<file path="src/rtl/core/kse_pkg.sv">
// ============================================================================
// kse_pkg: shared types and constants of the keypad entry block
// Holds the scan phase encoding, the item and result layouts, register
// indexes and the hexadecimal seven-segment table.
// ============================================================================
package kse_pkg;

   localparam int DIGITS_DEFAULT = 8;
   localparam int QUEUE_DEPTH    = 4;

   localparam logic [7:0] DEBOUNCE_RESET = 8'd10;
   localparam logic [7:0] DIGIT_RESET    = 8'd2;
   localparam logic [3:0] COL_IDLE       = 4'hf;

   // Configuration register indexes.
   localparam logic CSR_DEBOUNCE_TICKS = 1'b0;
   localparam logic CSR_DIGIT_TICKS    = 1'b1;

   typedef enum logic [6:0] {
      PH_IDLE      = 7'b0000001,
      PH_PRESS_DEB = 7'b0000010,
      PH_CONFIRM   = 7'b0000100,
      PH_SCAN      = 7'b0001000,
      PH_WAIT_REL  = 7'b0010000,
      PH_REL_DEB   = 7'b0100000,
      PH_WAIT_REL2 = 7'b1000000
   } phase_type;

   // Classified column sample passed from the front to the back.
   typedef struct packed {
      logic       any_low;
      logic       single_low;
      logic [1:0] col_idx;
   } col_class_type;

   localparam int CLASS_W = $bits(col_class_type);

   // One result item.
   typedef struct packed {
      logic [3:0] row_drive;
      logic [7:0] digit_select;
      logic [7:0] segments;
      logic       key_valid;
      logic [3:0] key_value;
   } rsp_type;

   localparam int RSP_W = $bits(rsp_type);

   // Configuration write group.
   typedef struct packed {
      logic       en;
      logic       index;
      logic [7:0] data;
   } csr_wr_type;

   function automatic logic [7:0] seg_code(input logic [3:0] key);
      logic [7:0] code;
      case (key)
         4'h0: code = 8'h3f;
         4'h1: code = 8'h06;
         4'h2: code = 8'h5b;
         4'h3: code = 8'h4f;
         4'h4: code = 8'h66;
         4'h5: code = 8'h6d;
         4'h6: code = 8'h7d;
         4'h7: code = 8'h07;
         4'h8: code = 8'h7f;
         4'h9: code = 8'h6f;
         4'ha: code = 8'h77;
         4'hb: code = 8'h7c;
         4'hc: code = 8'h39;
         4'hd: code = 8'h5e;
         4'he: code = 8'h79;
         4'hf: code = 8'h71;
         default: code = 8'h00;
      endcase
      return code;
   endfunction

endpackage

</file>
<file path="src/rtl/core/keypad_scan_seven_segment_entry.sv">
// ============================================================================
// keypad_scan_seven_segment_entry: 4x4 keypad scanner with entry display
// Debounces and scans a 4x4 keypad from 1 ms column samples and shows the
// entered hexadecimal keys on a multiplexed eight-digit display.
// ============================================================================
// Usage:
// Each input item is one 1 ms tick that carries the sampled keypad columns
// (active low). Push it with req_push while req_full is low. Every item
// yields exactly one result item, read from the rsp_ side like a FIFO:
// while rsp_empty is low the oldest result is on the rsp_ ports and rsp_pop
// takes it. A result carries the row drive for the keypad, the lit digit's
// select and segment pattern, and a key report when a key was released.
// The front classifies samples into a four-entry queue; the back executes
// one sample per cycle while the result queue has room and writes it into
// a four-entry result queue that feeds the ports. One item per cycle is
// sustained while the receiver pops every cycle. When the receiver stalls,
// the result queue fills, then the sample queue, and req_full rises.
// Reset clears both queues, puts the scanner in its idle phase, blanks the
// display buffer and sets debounce_ticks to 10 and digit_ticks to 2.
// The user writes registers through csr_ only while the block is idle;
// the block itself does not enforce this.
// ============================================================================
module keypad_scan_seven_segment_entry #(
   parameter int DIGITS = kse_pkg::DIGITS_DEFAULT
) (
   input  logic       clock,
   input  logic       reset,
   // Sample channel.
   input  logic       req_push,
   input  logic [3:0] req_col_lines,
   output logic       req_full,
   // Result channel.
   output logic       rsp_empty,
   input  logic       rsp_pop,
   output logic [3:0] rsp_row_drive,
   output logic [7:0] rsp_digit_select,
   output logic [7:0] rsp_segments,
   output logic       rsp_key_valid,
   output logic [3:0] rsp_key_value,
   // Configuration write port.
   input  logic       csr_wr_en,
   input  logic       csr_index,
   input  logic [7:0] csr_wdata
);

   import kse_pkg::*;

   col_class_type cls_item;
   logic          cls_empty;
   logic          cls_pop;
   rsp_type       rsp_item;
   csr_wr_type    csr_wr;

   assign csr_wr.en    = csr_wr_en;
   assign csr_wr.index = csr_index;
   assign csr_wr.data  = csr_wdata;

   // Front: accepts and classifies column samples.
   kse_front u_front (
      .clock         (clock),
      .reset         (reset),
      .req_push      (req_push),
      .req_col_lines (req_col_lines),
      .req_full      (req_full),
      .cls_pop       (cls_pop),
      .cls_item      (cls_item),
      .cls_empty     (cls_empty)
   );

   // Back: scan sequencer, entry buffer and display multiplexer.
   kse_back #(
      .DIGITS (DIGITS)
   ) u_back (
      .clock     (clock),
      .reset     (reset),
      .csr_wr    (csr_wr),
      .cls_item  (cls_item),
      .cls_empty (cls_empty),
      .cls_pop   (cls_pop),
      .rsp_item  (rsp_item),
      .rsp_empty (rsp_empty),
      .rsp_pop   (rsp_pop)
   );

   assign rsp_row_drive    = rsp_item.row_drive;
   assign rsp_digit_select = rsp_item.digit_select;
   assign rsp_segments     = rsp_item.segments;
   assign rsp_key_valid    = rsp_item.key_valid;
   assign rsp_key_value    = rsp_item.key_value;

endmodule

</file>
<file path="src/rtl/core/kse_queue.sv">
// ============================================================================
// kse_queue: small synchronous FIFO
// A register-file queue with full and empty flags; a push into a full
// queue and a pop from an empty one are ignored.
// ============================================================================
module kse_queue #(
   parameter int WIDTH = 1,
   parameter int DEPTH = 4
) (
   input  logic             clock,
   input  logic             reset,
   input  logic             push,
   input  logic [WIDTH-1:0] wdata,
   output logic             full,
   input  logic             pop,
   output logic [WIDTH-1:0] rdata,
   output logic             empty
);

   localparam int PTR_W = (DEPTH > 1) ? $clog2(DEPTH) : 1;
   localparam int CNT_W = $clog2(DEPTH + 1);

   logic [WIDTH-1:0] mem [DEPTH];
   logic [PTR_W-1:0] wr_ptr_ff, wr_ptr_in;
   logic [PTR_W-1:0] rd_ptr_ff, rd_ptr_in;
   logic [CNT_W-1:0] count_ff, count_in;
   logic             do_push, do_pop;

   assign full    = (count_ff == CNT_W'(DEPTH));
   assign empty   = (count_ff == '0);
   assign do_push = push && !full;
   assign do_pop  = pop && !empty;
   assign rdata   = mem[rd_ptr_ff];

   always_comb begin
      wr_ptr_in = wr_ptr_ff;
      rd_ptr_in = rd_ptr_ff;
      count_in  = count_ff;
      if (do_push) begin
         wr_ptr_in = (wr_ptr_ff == PTR_W'(DEPTH - 1)) ? '0 : wr_ptr_ff + 1'b1;
      end
      if (do_pop) begin
         rd_ptr_in = (rd_ptr_ff == PTR_W'(DEPTH - 1)) ? '0 : rd_ptr_ff + 1'b1;
      end
      if (do_push && !do_pop) begin
         count_in = count_ff + 1'b1;
      end else if (do_pop && !do_push) begin
         count_in = count_ff - 1'b1;
      end
   end

   always_ff @(posedge clock) begin
      if (reset) begin
         wr_ptr_ff <= '0;
         rd_ptr_ff <= '0;
         count_ff  <= '0;
      end else begin
         wr_ptr_ff <= wr_ptr_in;
         rd_ptr_ff <= rd_ptr_in;
         count_ff  <= count_in;
      end
   end

   always_ff @(posedge clock) begin
      if (do_push) begin
         mem[wr_ptr_ff] <= wdata;
      end
   end

endmodule

</file>
<file path="src/rtl/core/kse_front.sv">
// ============================================================================
// kse_front: input side of the keypad entry block
// Accepts column samples, classifies them and queues them for the back.
// ============================================================================
module kse_front (
   input  logic                  clock,
   input  logic                  reset,
   input  logic                  req_push,
   input  logic [3:0]            req_col_lines,
   output logic                  req_full,
   input  logic                  cls_pop,
   output kse_pkg::col_class_type cls_item,
   output logic                  cls_empty
);

   import kse_pkg::*;

   col_class_type    cls_new;
   logic [3:0]       low_bits;
   logic [CLASS_W-1:0] cls_bits;

   // A column that reads 0 is pulled low by a pressed key.
   assign low_bits = ~req_col_lines;

   always_comb begin
      cls_new.any_low    = (req_col_lines != COL_IDLE);
      cls_new.single_low = $onehot(low_bits);
      cls_new.col_idx    = 2'd0;
      case (low_bits)
         4'b0010: cls_new.col_idx = 2'd1;
         4'b0100: cls_new.col_idx = 2'd2;
         4'b1000: cls_new.col_idx = 2'd3;
         default: cls_new.col_idx = 2'd0;
      endcase
   end

   kse_queue #(
      .WIDTH (CLASS_W),
      .DEPTH (QUEUE_DEPTH)
   ) u_cls_queue (
      .clock (clock),
      .reset (reset),
      .push  (req_push),
      .wdata (cls_new),
      .full  (req_full),
      .pop   (cls_pop),
      .rdata (cls_bits),
      .empty (cls_empty)
   );

   assign cls_item = col_class_type'(cls_bits);

endmodule

</file>
<file path="src/rtl/core/kse_back.sv">
// ============================================================================
// kse_back: scan sequencer and display multiplexer
// Steps the keypad scan and the digit multiplexing once per sample and
// queues one result item for every sample.
// ============================================================================
module kse_back #(
   parameter int DIGITS = kse_pkg::DIGITS_DEFAULT
) (
   input  logic                   clock,
   input  logic                   reset,
   input  kse_pkg::csr_wr_type    csr_wr,
   input  kse_pkg::col_class_type cls_item,
   input  logic                   cls_empty,
   output logic                   cls_pop,
   output kse_pkg::rsp_type       rsp_item,
   output logic                   rsp_empty,
   input  logic                   rsp_pop
);

   import kse_pkg::*;

   localparam int LIT_W = (DIGITS > 1) ? $clog2(DIGITS) : 1;
   localparam int CNT_W = $clog2(DIGITS + 1);

   logic [7:0]       debounce_ticks_ff;
   logic [7:0]       digit_ticks_ff;
   phase_type        phase_ff, phase_in;
   logic [1:0]       scan_row_ff, scan_row_in;
   logic [7:0]       deb_count_ff, deb_count_in;
   logic             cap_single_ff, cap_single_in;
   logic [1:0]       cap_idx_ff, cap_idx_in;
   logic [7:0]       digit_buf_ff [DIGITS];
   logic [CNT_W-1:0] entry_count_ff;
   logic [LIT_W-1:0] lit_digit_ff, lit_digit_in;
   logic [7:0]       digit_timer_ff, digit_timer_in;

   logic             step;
   logic             out_full;
   logic [7:0]       deb_limit, dig_limit, deb_next, timer_next;
   logic [3:0]       row_mask, drive, key;
   logic             key_valid;
   logic [3:0]       lit4;
   logic [7:0]       sel;
   rsp_type          rsp_new;
   logic [RSP_W-1:0] rsp_bits;

   // One sample is executed whenever one waits and the result queue has room.
   assign step    = !cls_empty && !out_full;
   assign cls_pop = step;

   // A zero limit behaves like one.
   assign deb_limit  = (debounce_ticks_ff == 8'd0) ? 8'd1 : debounce_ticks_ff;
   assign dig_limit  = (digit_ticks_ff == 8'd0) ? 8'd1 : digit_ticks_ff;
   assign deb_next   = deb_count_ff + 8'd1;
   assign timer_next = digit_timer_ff + 8'd1;
   assign row_mask   = ~(4'b0001 << scan_row_ff);

   always_comb begin
      phase_in      = phase_ff;
      scan_row_in   = scan_row_ff;
      deb_count_in  = deb_count_ff;
      cap_single_in = cap_single_ff;
      cap_idx_in    = cap_idx_ff;
      drive         = 4'h0;
      key_valid     = 1'b0;
      key           = 4'h0;
      case (phase_ff)
         PH_IDLE: begin
            if (cls_item.any_low) begin
               deb_count_in = 8'd0;
               phase_in     = PH_PRESS_DEB;
            end
         end
         PH_PRESS_DEB: begin
            deb_count_in = deb_next;
            if (deb_next >= deb_limit) begin
               phase_in = PH_CONFIRM;
            end
         end
         PH_CONFIRM: begin
            if (cls_item.any_low) begin
               scan_row_in = 2'd0;
               phase_in    = PH_SCAN;
            end else begin
               phase_in = PH_IDLE;
            end
         end
         PH_SCAN: begin
            drive = row_mask;
            if (cls_item.any_low) begin
               cap_single_in = cls_item.single_low;
               cap_idx_in    = cls_item.col_idx;
               phase_in      = PH_WAIT_REL;
            end else if (scan_row_ff == 2'd3) begin
               scan_row_in = 2'd0;
               phase_in    = PH_IDLE;
            end else begin
               scan_row_in = scan_row_ff + 2'd1;
            end
         end
         PH_WAIT_REL: begin
            drive = row_mask;
            if (!cls_item.any_low) begin
               deb_count_in = 8'd0;
               phase_in     = PH_REL_DEB;
            end
         end
         PH_REL_DEB: begin
            drive        = row_mask;
            deb_count_in = deb_next;
            if (deb_next >= deb_limit) begin
               phase_in = PH_WAIT_REL2;
            end
         end
         PH_WAIT_REL2: begin
            drive = row_mask;
            if (!cls_item.any_low) begin
               if (cap_single_ff) begin
                  key_valid = 1'b1;
                  key       = {~cap_idx_ff, scan_row_ff};
               end
               scan_row_in = 2'd0;
               phase_in    = PH_IDLE;
            end
         end
         default: begin
            phase_in = PH_IDLE;
         end
      endcase
   end

   // Digit multiplexing.
   always_comb begin
      digit_timer_in = timer_next;
      lit_digit_in   = lit_digit_ff;
      if (timer_next >= dig_limit) begin
         digit_timer_in = 8'd0;
         lit_digit_in   = (lit_digit_ff == LIT_W'(DIGITS - 1)) ? '0 : lit_digit_ff + 1'b1;
      end
   end

   assign lit4 = 4'(lit_digit_ff);
   assign sel  = lit4[3] ? 8'hff : ~(8'h01 << lit4[2:0]);

   always_comb begin
      rsp_new.row_drive    = drive;
      rsp_new.digit_select = sel;
      rsp_new.segments     = digit_buf_ff[lit_digit_ff];
      rsp_new.key_valid    = key_valid;
      rsp_new.key_value    = key;
   end

   always_ff @(posedge clock) begin
      if (reset) begin
         debounce_ticks_ff <= DEBOUNCE_RESET;
         digit_ticks_ff    <= DIGIT_RESET;
      end else if (csr_wr.en) begin
         case (csr_wr.index)
            CSR_DEBOUNCE_TICKS: debounce_ticks_ff <= csr_wr.data;
            CSR_DIGIT_TICKS:    digit_ticks_ff    <= csr_wr.data;
            default:            digit_ticks_ff    <= digit_ticks_ff;
         endcase
      end
   end

   always_ff @(posedge clock) begin
      if (reset) begin
         phase_ff       <= PH_IDLE;
         scan_row_ff    <= 2'd0;
         deb_count_ff   <= 8'd0;
         cap_single_ff  <= 1'b0;
         cap_idx_ff     <= 2'd0;
         lit_digit_ff   <= '0;
         digit_timer_ff <= 8'd0;
      end else if (step) begin
         phase_ff       <= phase_in;
         scan_row_ff    <= scan_row_in;
         deb_count_ff   <= deb_count_in;
         cap_single_ff  <= cap_single_in;
         cap_idx_ff     <= cap_idx_in;
         lit_digit_ff   <= lit_digit_in;
         digit_timer_ff <= digit_timer_in;
      end
   end

   // Entry buffer: keys shift in from the right; the key after a full
   // buffer blanks it and restarts the count.
   always_ff @(posedge clock) begin
      if (reset) begin
         entry_count_ff <= '0;
         for (int j = 0; j < DIGITS; j++) begin
            digit_buf_ff[j] <= 8'h00;
         end
      end else if (step && key_valid) begin
         if (entry_count_ff == CNT_W'(DIGITS)) begin
            entry_count_ff <= '0;
            for (int j = 0; j < DIGITS; j++) begin
               digit_buf_ff[j] <= 8'h00;
            end
         end else begin
            entry_count_ff <= entry_count_ff + 1'b1;
            for (int j = 0; j < DIGITS - 1; j++) begin
               digit_buf_ff[j] <= digit_buf_ff[j + 1];
            end
            digit_buf_ff[DIGITS - 1] <= seg_code(key);
         end
      end
   end

   kse_queue #(
      .WIDTH (RSP_W),
      .DEPTH (QUEUE_DEPTH)
   ) u_rsp_queue (
      .clock (clock),
      .reset (reset),
      .push  (step),
      .wdata (rsp_new),
      .full  (out_full),
      .pop   (rsp_pop),
      .rdata (rsp_bits),
      .empty (rsp_empty)
   );

   assign rsp_item = rsp_type'(rsp_bits);

`ifndef SYNTHESIS
   // The row counter only moves while scanning or releasing.
   a_row_zero_idle: assert property (@(posedge clock) disable iff (reset)
      (phase_ff == PH_IDLE || phase_ff == PH_PRESS_DEB || phase_ff == PH_CONFIRM)
      |-> (scan_row_ff == 2'd0))
      else $error("scan row not cleared outside the scan");

   // A reported key always comes with exactly one row driven low.
   a_key_row: assert property (@(posedge clock) disable iff (reset)
      (step && key_valid) |-> ($countones(drive) == 3))
      else $error("key reported without a single driven row");

   // The lit digit stays inside the buffer.
   a_lit_range: assert property (@(posedge clock) disable iff (reset)
      lit_digit_ff <= LIT_W'(DIGITS - 1))
      else $error("lit digit out of range");

   // The entry count never passes the buffer size.
   a_entry_range: assert property (@(posedge clock) disable iff (reset)
      entry_count_ff <= CNT_W'(DIGITS))
      else $error("entry count out of range");

   // Without a sample to execute, the sequencer holds its state.
   a_hold: assert property (@(posedge clock) disable iff (reset)
      !step |=> $stable(phase_ff) && $stable(lit_digit_ff))
      else $error("state moved without a sample");
`endif

endmodule
</file>
<file path="config.mk">
export PLATFORM = sky130hd
export DESIGN_NAME = keypad_scan_seven_segment_entry
export DESIGN_NICKNAME = d
export VERILOG_FILES = /design/src/rtl/core/kse_pkg.sv /design/src/rtl/core/keypad_scan_seven_segment_entry.sv /design/src/rtl/core/kse_queue.sv /design/src/rtl/core/kse_front.sv /design/src/rtl/core/kse_back.sv
export SDC_FILE = /design/constraint.sdc
export NUM_CORES = 1
export LEC_CHECK = 0
export ABC_AREA = 1
export BUFFER_PORTS_ARGS = -buffer_cell sky130_fd_sc_hd__buf_2
export CAP_MARGIN = 30
export CORE_MARGIN = 1
export CORE_UTILIZATION = 60
export DETAILED_ROUTE_END_ITERATION = 8
export GPL_TIMING_DRIVEN = 1
export PLACE_DENSITY_LB_ADDON = 0.1
export SLEW_MARGIN = 20
export SYNTH_ARGS = -nofsm -noshare
export SYNTH_HDL_FRONTEND = slang
export SYNTH_SLANG_ARGS = --single-unit
</file>
<file path="constraint.sdc">
create_clock -name clock -period 6 [get_ports clock]
set_input_delay 0.6 -clock clock [delete_from_list [all_inputs] [get_ports clock]]
set_output_delay 0.6 -clock clock [all_outputs]
set_load 0.005 [all_outputs]
</file>
Word-level counts from Yosys, hierarchy flattened
Memory sizes are Yosys's and may differ from the RTL's. A register that Yosys moved wholly into a read port is not among the register bits.
Cells that the tools add are included.
{ "classes": {"shift": 2, "mul": 0, "muxes": 77, "div": 0, "eq_ne": 29, "order_cmp": 2, "reduce_logical": 35, "addsub": 16, "bitwise": 21} }
{ "ops": {"columns": ["operator", "count"], "rows": [
  ["8-bit 2-to-1 mux", 24],
  ["7-bit 2-to-1 mux", 7],
  ["7-bit case mux with 7 select lines", 1],
  ["2-bit 2-to-1 mux", 12],
  ["4-bit 2-to-1 mux", 6],
  ["8-bit case mux with 3 select lines", 1],
  ["3-bit 2-to-1 mux", 7],
  ["1-bit 2-to-1 mux", 17],
  ["8-bit by 1-bit adder with 8-bit output (second input constant)", 2],
  ["8-bit >= comparator", 2],
  ["8-bit zero test", 2],
  ["1-bit bitwise OR", 16],
  ["2-bit case mux with 3 select lines", 2],
  ["2-bit by 1-bit adder with 2-bit output (second input constant)", 5],
  ["2-bit equality test (second input constant)", 5],
  ["1-bit logical AND", 10],
  ["3-bit by 1-bit adder with 3-bit output (second input constant)", 3],
  ["3-bit equality test (second input constant)", 3],
  ["4-bit equality test (second input constant)", 2],
  ["1-bit zero test", 8],
  ["2-bit by 1-bit != test with 1-bit output (second input constant)", 4],
  ["4-bit inverter", 2],
  ["8-bit inverter", 1],
  ["1-bit by 3-bit << shifter with 8-bit output (first input constant)", 1],
  ["30 further kinds", 39]
]} }
{ "word_totals": {"inputBits": 18, "mem_bits_ro": 112, "ramBits": 180, "word_cells": 202, "n_memories": 4, "register_bits": 65, "latch_bits": 0, "out_inout_bits": 27} }
{ "mem_list": {"columns": ["memory", "depth", "word_bits", "read_ports", "rd_ports_with_merged_regs", "write_ports", "line_no", "text"], "rows": [
  ["(no name shown)", 16, 7, 1, 0, 0, "kse_pkg.sv:58", "case (key)"],
  ["u_back.u_rsp_queue.mem", 4, 25, 1, 1, 1, "kse_queue.sv:23", "logic [WIDTH-1:0] mem [DEPTH];"],
  ["u_back.digit_buf_ff", 8, 8, 8, 1, 8, "kse_back.sv:32", "logic [7:0] digit_buf_ff [DIGITS];"],
  ["u_front.u_cls_queue.mem", 4, 4, 1, 1, 1, "kse_queue.sv:23", null]
]} }

Logic depth before layout (Yosys ltp)
{ "logic_depth": {"word_depth": 9, "mapped_depth": 17, "mapped_depth_nobuf": 16} }

Hierarchy
A second synthesis with hierarchy kept.
{ "hier_totals": {"hier_cells": 1233, "area_unflattened_um2": 12037.8} }
{ "by_module_without_submodules": {"columns": ["module", "area_per_inst_um2", "seq_area_each_um2", "cells_per_inst", "instances"], "rows": [
  ["kse_back", 6482.5, 2692.6, 791, 1],
  ["kse_queue (u_back.u_rsp_queue)", 4315.4, 3183.1, 313, 1],
  ["kse_queue (u_front.u_cls_queue)", 1109.8, 660.6, 110, 1],
  ["kse_front", 130.1, 0.0, 19, 1]
]} }

Worst setup path after synthesis
No wires, ideal clock.
{ "synth_timing": {"path_kind": "register -> register", "from": "reg (tool-made name)", "to": "mem u_back.digit_buf_ff[1][0] (enable)", "n_path_buf": 1, "setup_time_ps": 408, "arrival_ps": 2174, "setup_slack_ps": 3418, "synth_period_minus_slack_ps": 2582, "t_required_ps": 5592, "path_stages_with_launch": 10, "cell_sequence": "dfxtp_1 buf_4 inv_2 nand2_1 nand3_2 nand2_4 nand3_4 nor2_4 inv_1 nand2_1"} }
{ "synth_rtl": {"columns": ["item", "line_no"], "rows": [
  ["end: declaration", "kse_back.sv:32"]
]} }

==> reports/summary.log <==
INFO  status         outcome=finished clean
INFO  power          total_switching_power=1.84mW
INFO  min_path       hold_path_sink=u_back.debounce_ticks_ff[3]$_SDFFE_PP1P_
INFO  power          p_int=3.57mW
INFO  grt            grt_pass1_vias=7248
INFO  synthesis      synth-async-reset-ratio=0
INFO  synthesis      synth.avg_cell_area=9.62um^2
INFO  setup_path     worst-setup-path-type=register to output port
INFO  grt            antenna_found_initial=0
INFO  route          wirelength=21100um
INFO  final_layout   finish.instance_area=12300um^2
INFO  clock_tree     clk_root_buffer_cell=sky130_fd_sc_hd__clkbuf_16
INFO  timing         final.min_clock_period=2.71ns
INFO  setup_path     endpoint_kind=output port
INFO  clock_tree     cts_buffer_depth=3
INFO  place          detailed_place_hpwl=14000um
INFO  power          netSwitchingFraction=0.340
INFO  clock_tree     htree_levels=1
INFO  setup_path     critical_path_peak_fanout=25
INFO  clock_tree     clkTransAtPathRegs=0.06ns
INFO  floorplanning  placeableCoreArea=18000um^2
INFO  clock_tree     cts-resized-gates=0
INFO  clock_tree     tritoncts.num_buffers=24
INFO  final_layout   drive_above_1_share=0.0894
INFO  final_layout   area_growth=10.6%
INFO  place          port_buffers=43
INFO  timing         maxSlewHeadroom=0.421
INFO  setup_path     worst_r2r_path_depth=11
INFO  synthesis      mappedNetlistArea=11100um^2
INFO  clock_tree     worst_skew_pair.late_latency=0.51ns
INFO  synthesis      synth-edff-count=161
INFO  setup_path     critical-path-top-delay-family=buffers and inverters
INFO  route          drt_iter0_markers=489
INFO  synthesis      yosys_register_bits=240
INFO  synthesis      synth-warning-count=0
INFO  place          gp_routability_congestion=0.831
INFO  power          comb_power_share=0.291
INFO  floorplanning  die_x=138um
INFO  synthesis      synth_seq_area_share=0.579
INFO  power          clock_network_fraction_of_design_power=0.275
INFO  grt            gr-total-overflow=0
INFO  clock_tree     cts_hold_buf=0
INFO  floorplanning  placement_rows=49
INFO  grt            pin_count_of_the_biggest_net_entering_global_routing=55
INFO  setup_path     endpoint_required_time_on_the_critical_path=5.40ns
INFO  min_path       holdCritStartpoint=csr_wdata[3]
INFO  timing         worst_slew_pin_slew=0.861ns
INFO  route          routedWlPerCell=14.7um
INFO  synthesis      synth_largest_area_cell=sky130_fd_sc_hd__edfxtp_1
INFO  synthesis      postSynthNetCount=1231
INFO  timing         layout_setup_ws=3.29ns
INFO  synthesis      synth_top_area_frac=0.436
INFO  timing         fin_setup_tns=0ns
INFO  final_layout   fin_nets=1268
INFO  route          detailroute.via_count=7737
INFO  floorplanning  die_height=138um
INFO  floorplanning  initial_standard_cell_utilization_of_the_core=0.615
INFO  synthesis      yosys_most_used_dff=sky130_fd_sc_hd__edfxtp_1
INFO  route          drt-vias-per-instance=5.38
INFO  power          power.ir.vdd_worst=0.328mV
INFO  clock_tree     cts_tree=yes
INFO  setup_path     rr_endpoint=u_back.digit_buf_ff[7][1]$_SDFFCE_PN0P_
INFO  clock_tree     tritoncts_num_sinks=240
INFO  power          total_power=5.41mW
INFO  place          dp_slack=3.36ns
INFO  setup_path     slowest_cell_on_the_critical_path=sky130_fd_sc_hd__inv_1
INFO  synthesis      synth.lib_cells_used.distinct=42
INFO  final_layout   num_antenna_cells=0
INFO  timing         drv_slew=0
INFO  route          postRouteAntennaNets=0
INFO  floorplanning  num_io_pins=45
INFO  flow_run       drv.max_cap_violation_count=0
INFO  setup_path     setup.reg_to_reg.worst_slack=3.34ns
INFO  power          p_per_area=441nW/um^2
INFO  grt            grtUsageTotal=0.232
INFO  power          seqPwrFrac=0.434
INFO  setup_path     nature_of_the_critical_path_startpoint=register
INFO  grt            grt_first_pass_wirelength=34900um
INFO  min_path       worst_hold_path_type=input pin to register
INFO  synthesis      syn_inst=1153
INFO  route          drt_pass1_iterations=5
INFO  setup_path     crit_path_cells=buf_4 > inv_1 > o21ai_0 > o22ai_1 > buf_2
INFO  route          drt_drc_violations_left=0
INFO  clock_tree     postCtsSetupBuffers=0
INFO  synthesis      netlist_top_cells_area=sky130_fd_sc_hd__edfxtp_1, sky130_fd_sc_hd__dfxtp_1, sky130_fd_sc_hd__nor2_1
INFO  timing         min_period_over_period=0.452
INFO  timing         finClkSkew=0.0142ns
INFO  timing         finalSetupViolCount=0
INFO  timing         max_freq=0.368GHz
INFO  timing         grt_setup_unrepaired=no
INFO  timing         finalHoldViolCount=0
INFO  place          place_area=11500um^2
INFO  setup_path     crit_arrival=2.11ns
INFO  floorplanning  die_area=19000um^2
INFO  min_path       number_of_cells_on_the_worst_hold_path=3
INFO  setup_path     critical-path-max-stage-delay=0.55ns
INFO  power          power.static_leakage=4.90nW
INFO  setup_path     cp.buffers_inverters=3
==> stage by stage <==
stage | util | cells | hold WS [ns]
after floorplan | - | 1153 | 0.447
after global placement | 0.637 | 1393 | 0.467
after detailed placement | 0.637 | 1393 | 0.478
after CTS | 0.680 | 1437 | 0.331
after global routing | 0.680 | 1437 | 0.362
final | 0.680 | 1437 | 0.340
==> cell usage after synthesis (all sizes together), types with 3 or more instances <==
| library cell | number |
|---|---|
| nor2 | 204 |
| nor3 | 6 |
| o22ai | 27 |
| nand3b | 5 |
| fa | 3 |
| edfxtp | 161 |
| inv | 148 |
| dfxtp | 79 |
| clkbuf | 32 |
| o21ai | 135 |
| nand4 | 6 |
| buf | 9 |
| o211ai | 4 |
| a31oi | 7 |
| ha | 57 |
| xor2 | 13 |
| nor4 | 3 |
| nand3 | 35 |
| nand2 | 128 |
| a21oi | 75 |
==> how the worst max path moves through the flow <==
stage / startpoint / end / slack, ns / cells after the start
2_1_floorplan: register / u_back.digit_buf_ff[1][0]$_SDFFCE_PN0P_ / 3.42 / 9
3_3_place_gp: reset / u_back.digit_buf_ff[6][2]$_SDFFCE_PN0P_ / 3.41 / 5
3_5_place_dp: register / u_back.digit_buf_ff[7][1]$_SDFFCE_PN0P_ / 3.36 / 11
4_1_cts: register / rsp_key_value[3] / 3.23 / 5
5_1_grt: register / u_back.digit_buf_ff[7][1]$_SDFFCE_PN0P_ / 3.01 / 11
6_report: register / rsp_segments[6] / 3.29 / 5
==> final cells by class <==
class                      instances  area [um^2]
clock buffer                      31          668
clock inverter                    13          120
fill                            1375         5760
inverter                         150          563
multi-input combinational        722         3930
sequential                       240         6420
tap                              229          287
timing repair buffer              52          283
==> cell usage in the layout, fill, tap and decap left out, drive strengths merged, types with 3 or more instances in the layout <==
| cell type | instances |
|---|---|
| nor2 | 204 |
| edfxtp | 161 |
| inv | 149 |
| o21ai | 135 |
| nand2 | 128 |
| dfxtp | 79 |
| a21oi | 75 |
| ha | 57 |
| buf | 52 |
| nand3 | 35 |
| clkbuf | 31 |
| o22ai | 27 |
| xor2 | 13 |
| clkinv | 10 |
| a31oi | 7 |
| nand4 | 6 |
| nor3 | 6 |
| nand3b | 5 |
| o211ai | 4 |
| nor4 | 3 |
| fa | 3 |
==> worst min-delay path, cell delays in order <==
cell,delay [ns]
sky130_fd_sc_hd__buf_2,0.08
sky130_fd_sc_hd__nand2_1,0.05
sky130_fd_sc_hd__o211ai_1,0.07
==> sequential cells by signal, summed over array words and instances, names as in the netlist, 7 cells and up, named ones only <==
| register | cells |
|---|---|
| u_back.phase_ff | 7 |
| u_back.debounce_ticks_ff | 8 |
| u_back.digit_timer_ff | 8 |
| u_back.u_rsp_queue.mem | 96 |
| u_front.u_cls_queue.mem | 16 |
| u_back.digit_ticks_ff | 8 |
| u_back.digit_buf_ff | 56 |
| u_back.deb_count_ff | 8 |
==> routing by layer <==
layer  global-route usage  vias to the layer above  wire (um)
li1                     -                     3944          -
met4               0.0568                        0        317
met3               0.0292                       26       1280
met2                0.382                      211       9600
met1                0.326                     3556       9940
met5                    0                        -          0
==> cells by family (layout without fill, tap and decap cells) <==
family / after synthesis / after routing / synth area share
xor gates and xnor gates: 15 / 15 / 0.0118
other: 1 / 1 / 0.000338
adders and majority gates: 60 / 60 / 0.0697
buffers and inverters: 191 / 246 / 0.0685
and+or+nand+nor: 388 / 388 / 0.147
AOI/OAI and AO/OA: 258 / 258 / 0.124
DFF: 240 / 240 / 0.579
==> power by group through the flow <==
stage,clock network (mW),registers [mW],logic (mW)
after detailed placement,0,2.38,1.57
after CTS,1.50,2.35,1.58
final,1.49,2.35,1.57
after global routing,1.57,2.38,1.84
after floorplan,0,2.31,1.16
after global placement,0,2.37,1.53
Note: power is estimated with default switching activity, not from simulation.
